--- src/hdl/tpag_pkg.sv ---
`timescale 1ns / 1ps

package tpag_pkg;

  // Tensor geometry.
  localparam int MAX_DIMS  = 4;
  localparam int DIM_WIDTH = 16;

  // Packed register field layout.
  localparam int FIELD_W    = 16;
  localparam int PERM_W     = 2;
  localparam int PERM_REG_W = 8;
  localparam int NDIM_W     = 3;

  // Datapath widths.
  localparam int ELEM_W = 16;
  localparam int OFS_W  = 32;
  localparam int PROD_W = DIM_WIDTH + FIELD_W;

  // Configuration port.
  localparam int DATA_W      = 64;
  localparam int ADDR_W      = 6;
  localparam int REG_SEL_LSB = 3;
  localparam int REG_SEL_W   = ADDR_W - REG_SEL_LSB;

  localparam logic [REG_SEL_W-1:0] REG_NUM_DIMS    = REG_SEL_W'(0);
  localparam logic [REG_SEL_W-1:0] REG_DIM_SIZES   = REG_SEL_W'(1);
  localparam logic [REG_SEL_W-1:0] REG_IN_STRIDES  = REG_SEL_W'(2);
  localparam logic [REG_SEL_W-1:0] REG_OUT_STRIDES = REG_SEL_W'(3);
  localparam logic [REG_SEL_W-1:0] REG_PERMUTATION = REG_SEL_W'(4);

  localparam logic [NDIM_W-1:0]     NUM_DIMS_RST  = NDIM_W'(1);
  localparam logic [DATA_W-1:0]     DIM_SIZES_RST = DATA_W'(1);
  localparam logic [PERM_REG_W-1:0] PERM_RST      = PERM_REG_W'(228);

  typedef logic [DIM_WIDTH-1:0] coord_t;
  typedef logic [FIELD_W-1:0]   field_t;
  typedef logic [OFS_W-1:0]     ofs_t;

  typedef struct packed {
    logic [NDIM_W-1:0]     num_dims;
    logic [DATA_W-1:0]     dim_sizes;
    logic [DATA_W-1:0]     in_strides;
    logic [DATA_W-1:0]     out_strides;
    logic [PERM_REG_W-1:0] permutation;
  } cfg_t;

  // Snapshot of one element after the coordinate stage.
  typedef struct packed {
    logic [ELEM_W-1:0]         elem;
    coord_t [MAX_DIMS-1:0]     cur;
    coord_t [MAX_DIMS-1:0]     pc;
    logic                      last;
  } s1_t;

  typedef struct packed {
    logic wrap;
    logic coord_zero;
    logic unused_zero;
  } odo_status_t;

  // Zero acts as one dimension, anything above the maximum is clamped.
  function automatic logic [NDIM_W-1:0] dims_in_use(input logic [NDIM_W-1:0] nd);
    logic [NDIM_W-1:0] n;
    n = nd;
    if (n == '0) begin
      n = NDIM_W'(1);
    end
    if (n > NDIM_W'(MAX_DIMS)) begin
      n = NDIM_W'(MAX_DIMS);
    end
    return n;
  endfunction

endpackage

--- src/hdl/tpag_cfg.sv ---
`timescale 1ns / 1ps

module tpag_cfg (
  input  logic                        clk,
  input  logic                        rst_n,
  input  logic                        psel,
  input  logic                        penable,
  input  logic                        pwrite,
  input  logic [tpag_pkg::ADDR_W-1:0] paddr,
  input  logic [tpag_pkg::DATA_W-1:0] pwdata,
  output logic [tpag_pkg::DATA_W-1:0] prdata,
  output logic                        pready,
  output tpag_pkg::cfg_t              cfg
);
  import tpag_pkg::*;

  cfg_t                 cfg_r;
  logic                 wr_en;
  logic [REG_SEL_W-1:0] reg_sel;

  assign pready  = 1'b1;
  assign reg_sel = paddr[ADDR_W-1:REG_SEL_LSB];
  assign wr_en   = psel && penable && pwrite;
  assign cfg     = cfg_r;

  always_ff @(posedge clk) begin
    if (!rst_n) begin
      cfg_r.num_dims    <= NUM_DIMS_RST;
      cfg_r.dim_sizes   <= DIM_SIZES_RST;
      cfg_r.in_strides  <= '0;
      cfg_r.out_strides <= '0;
      cfg_r.permutation <= PERM_RST;
    end else if (wr_en) begin
      unique case (reg_sel)
        REG_NUM_DIMS:    cfg_r.num_dims    <= pwdata[NDIM_W-1:0];
        REG_DIM_SIZES:   cfg_r.dim_sizes   <= pwdata;
        REG_IN_STRIDES:  cfg_r.in_strides  <= pwdata;
        REG_OUT_STRIDES: cfg_r.out_strides <= pwdata;
        REG_PERMUTATION: cfg_r.permutation <= pwdata[PERM_REG_W-1:0];
        default: ;
      endcase
    end
  end

  always_comb begin
    unique case (reg_sel)
      REG_NUM_DIMS:    prdata = DATA_W'(cfg_r.num_dims);
      REG_DIM_SIZES:   prdata = cfg_r.dim_sizes;
      REG_IN_STRIDES:  prdata = cfg_r.in_strides;
      REG_OUT_STRIDES: prdata = cfg_r.out_strides;
      REG_PERMUTATION: prdata = DATA_W'(cfg_r.permutation);
      default:         prdata = '0;
    endcase
  end

endmodule

--- config.mk ---
export PLATFORM = sky130hd
export DESIGN_NAME = tpag_cfg
export DESIGN_NICKNAME = d
export VERILOG_FILES = /design/src/hdl/tpag_pkg.sv /design/src/hdl/tpag_cfg.sv
export SDC_FILE = /design/constraint.sdc
export NUM_CORES = 1
export LEC_CHECK = 0
export ABC_AREA = 1
export BUFFER_PORTS_ARGS = -buffer_cell sky130_fd_sc_hd__buf_2
export CAP_MARGIN = 20
export CELL_PAD_IN_SITES_DETAIL_PLACEMENT = 1
export CELL_PAD_IN_SITES_GLOBAL_PLACEMENT = 1
export CORE_ASPECT_RATIO = 2
export CORE_MARGIN = 2
export CORE_UTILIZATION = 36
export CTS_CLUSTER_DIAMETER = 30
export DETAILED_ROUTE_END_ITERATION = 6
export PLACE_DENSITY = 0.83
export SETUP_SLACK_MARGIN = 0.2
export SLEW_MARGIN = 0
export SYNTH_ARGS = -nofsm -noshare
export SYNTH_HDL_FRONTEND = slang
export SYNTH_SLANG_ARGS = --single-unit
--- constraint.sdc ---
create_clock -name clk -period 4 [get_ports clk]
set_input_delay 0.8 -clock clk [delete_from_list [all_inputs] [get_ports clk]]
set_output_delay 0.8 -clock clk [all_outputs]
set_load 0.005 [all_outputs]
======== After elaboration in Yosys (flattened, before gate mapping) ========
Cells that the tools add are included.
word-level totals
  input port bits ......................... 75
  logic and storage cells ................. 18
  flip-flop bits (word level) ............. 203
  output and inout port bits .............. 268
operators by class
  eq/ne operators ......................... 4
  reductions and logical operators ........ 8
  muxes and demuxes ....................... 1
operators by type and width
  kind                                                                    number
  64-bit case mux with 5 select lines                                     1
  2-bit AND reduction                                                     5
  3-bit by 2-bit equality test with 1-bit output (second input constant)  2
  3-bit by 1-bit equality test with 1-bit output (second input constant)  1
  3-bit equality test (second input constant)                             1
  3-bit logical NOT                                                       1
  1-bit logical AND                                                       2

======== Longest topological paths before layout ========
  depth in word-level cells ............... 3
  gate-level depth with buffers ........... 9
  depth with buffers taken out ............ 7

======== Worst setup path before layout ========
OpenSTA, ideal clock, no wires.
  path kind ............................... input-to-output
  start ................................... in paddr[4] in the netlist's numbering
  end ..................................... out prdata[10] in the netlist's numbering
  slack ................................... 1.517 ns
  arrival ................................. 1.683 ns
  required time ........................... 3.200 ns
  stages on the path ...................... 8
  buffers on the path ..................... 3
  path through ............................ buf_4 -> inv_2 -> nand2_1 -> nor2_4 -> buf_6 -> buf_2 -> nand2_1 -> nand3_1
on the way
  longest elaborated chain between the ends .. 2
  elaborated cells between the ends (all ways) .. 6
  those cells by class .................... eq/ne: 4; mux: 1; reduce/logical: 1
RTL lines
  what                                         line            RTL
  from (decl)                                  tpag_cfg.sv:9   input logic [tpag_pkg::ADDR_W-1:0] paddr,
  3-bit equality test (tied with other cells)  tpag_cfg.sv:46  unique case (reg_sel)
  64-bit case mux with 5 select lines (*)      tpag_cfg.sv:46
  to (decl)                                    tpag_cfg.sv:11  output logic [tpag_pkg::DATA_W-1:0] prdata,
Mark *: on every way between the ends. The rest lies on a longest branch, timed or not.

======== Worst setup path in the final report ========
  start ................................... in paddr[5] in the netlist's numbering
  end ..................................... out prdata[1] in the netlist's numbering
Same word-level chain as after synthesis.

==> impl_metrics.tcl <==
set metrics [dict create \
    status "finished, final reports clean" \
    globalRoute.totalOverflow 0 \
    setup.worst_path.start_class "input port" \
    met3_length_um 1640 \
    post_route_cells_drive_above_1_share_pct 23.8 \
    pin_count 343 \
    start_util_pct 36.3 \
    clkLatencyLatePin_ps 490 \
    wl_um 35800 \
    die_area_um2 27800 \
    clock_tree_from_tritoncts "yes" \
    yosys-top-cells-area "sky130_fd_sc_hd__dfxtp_1 43%, sky130_fd_sc_hd__nand2_1 19%, sky130_fd_sc_hd__nor2_1 16%, sky130_fd_sc_hd__nand3_1 11%, sky130_fd_sc_hd__inv_1 3.0%" \
    timing.critical_path.required_ps 3200 \
    drt.antenna.violating_nets 0 \
    grt_setup_unrepaired "false" \
    synth-seq-cells 203 \
    synth.top_cell.area_share_pct 42.8 \
    synth_area_leader_cell "sky130_fd_sc_hd__dfxtp_1" \
    post_synth_inst_count 1497 \
    io_buffer_count 338 \
    layout.core_utilization_pct 47.5 \
    largest_register_ff_count 203 \
    final_nets 1864 \
    period_minus_slack_ps 3170 \
    cts_hold_buf 0 \
    worst_endpoint_data_arrival_time_ps 2370 \
    cp_max_fo 45 \
    post_drt_wl_per_cell_um 16.5 \
    mean_cell_area_of_the_mapped_netlist_um2 6.35 \
    grt_max_degree 123 \
    synthAdderAreaFrac_pct 0 \
    fin_tns_setup_ps 0 \
    avgViaCountPerCell 4.94 \
    core_area_um2 26200 \
    hpwlAfterDp_um 23900 \
    final.period_utilization_pct 79.2 \
    synth_xor_xnor_area_share_pct 0 \
    largest_family_of_logic_cells_by_synthesized_area "simple AND/OR/NAND/NOR gates" \
    num_vias 10700 \
    antenna_violations_before_repair 8 \
    yosys.area_share.simple_pct 47.4 \
    layout.cells.non_filler 2170 \
    post_synthesis_mux_area_share_pct 0 \
    timing_hold_violations_final 0 \
    setup.worst_path.class "input port to primary output" \
    layout-area-overhead-vs-synth_pct 30.8 \
    peakVddDrop_uv 277 \
    clock_tree_root "sky130_fd_sc_hd__clkbuf_16" \
    worst-slew-pin-transition_ps 721 \
    cts_made_buffers 36 \
    timing.critical_path.to_type "primary output" \
    grt_first_pass_wirelength_um 55800 \
    tritoncts_num_sinks 203 \
    relSlewSlack_pct 51.9 \
    synth.yosys.seq_area_share_pct 42.8 \
    yosysUniqueCellTypes 18 \
    routedLengthMet1_um 13000 \
    clkSlewWorstSetupHoldPaths_ps 50 \
    met2RoutedLength_um 19400 \
    cts_max_path_buffers 3 \
    total_power_mw 5.42 \
    timing.final.max_slew_violations 0 \
    vias_in_the_first_global_route 10800 \
    drtPass1Iterations 4 \
    synth-compound-area-share_pct 0.105 \
    drc_errors 0 \
    postSynthNetCount 1572 \
    track_usage_pct 24.9 \
    min_path_type "flop to flop" \
    detail_route.iter0.violations 405 \
    routabilityCongestion 0.820 \
    yosys_warnings 0 \
    mappedNetlistArea_um2 9500 \
    timing.fmax_ghz 0.316 \
    postCtsSetupRepairBufs 0 \
    floorplan.die.height_um 234 \
    finalClockSkew_ps 0 \
    most_common_cell_after_layout_fill_and_taps_aside "sky130_fd_sc_hd__nand2_1" \
    post-place-cells 2095 \
    leakagePower_nw 6.37 \
    core.rowCount 84 \
    post_cts_resize_count 0 \
    h-tree-depth 2 \
    highest_signal_layer "met5" \
    p_per_area_nw_per_um2 436 \
    report.final.setup_viol 0 \
    layout_common_cells "493 x sky130_fd_sc_hd__nand2_1, 400 x sky130_fd_sc_hd__nor2_1, 337 x sky130_fd_sc_hd__buf_2, 203 x sky130_fd_sc_hd__dfxtp_1, 200 x sky130_fd_sc_hd__nand3_1" \
    die_width_um 119 \
    drv.max_cap_violation_count 0 \
]
worst max-delay path, cell delays in order:
cell and delay (ps):
sky130_fd_sc_hd__buf_2 150, sky130_fd_sc_hd__inv_2 220, sky130_fd_sc_hd__nand3_2 170, sky130_fd_sc_hd__inv_2 100, sky130_fd_sc_hd__buf_4 470, sky130_fd_sc_hd__nand2_1 130
sky130_fd_sc_hd__nand2_1 100, sky130_fd_sc_hd__inv_1 50, sky130_fd_sc_hd__nand2_1 50, sky130_fd_sc_hd__buf_2 100
worst paths after layout:
| check | startpoint | end | slack (ps) | cells past startpoint |
|---|---|---|---|---|
| setup / recovery | paddr[5] | prdata[1] | 830 | 10 |
| hold / removal | cfg[24] | cfg[24] | 490 | 2 |
| setup reg to reg | cfg[200] | cfg[200] | 3260 | 2 |
| hold reg to reg | cfg[24] | cfg[24] | 490 | 2 |
synth_stat cells, drive strengths merged:
cell	instances
nand4	5
nor2	408
nand2	493
conb	1
buf	76
inv	81
clkbuf	24
nand3	204
dfxtp	203
o21ai	2
routing by layer:
metal	global-route usage (%)	vias up
li1	-	5174
met2	47.5	317
met5	0	-
met4	14.0	2
met1	25.3	5124
met3	4.21	97
metrics by stage:
stage                     cell area (um2)  hold WS (ps)  setup slack, ps
after global placement              11200           475              906
after CTS                           12400           497              828
final                               12400           494              832
after global routing                12400           513              675
after floorplan                      9500           475             1520
after detailed placement            11200           492              868
where the power goes:
group	internal, mW	switching [mW]
logic	0.115	0.231
clock network	1.91	1.08
registers	2.05	0.0243
total	4.08	1.34
logic make-up (layout without fill, tap and decap cells):
group | after synthesis | in the layout
buf+inv | 181 | 500
simple gates | 1110 | 1110
compound gates | 2 | 2
other cells | 1 | 11
flops | 203 | 203
final cells by class:
class	instances	area, um2
fill	3589	13700
multi-input combinational	1113	4520
sequential	203	4060
timing repair buffer	354	1890
clock buffer	40	947
tap	344	430
inverter	81	307
clock inverter	25	240
antenna	10	25.0
No activity file was read; power rests on OpenSTA's default activity.
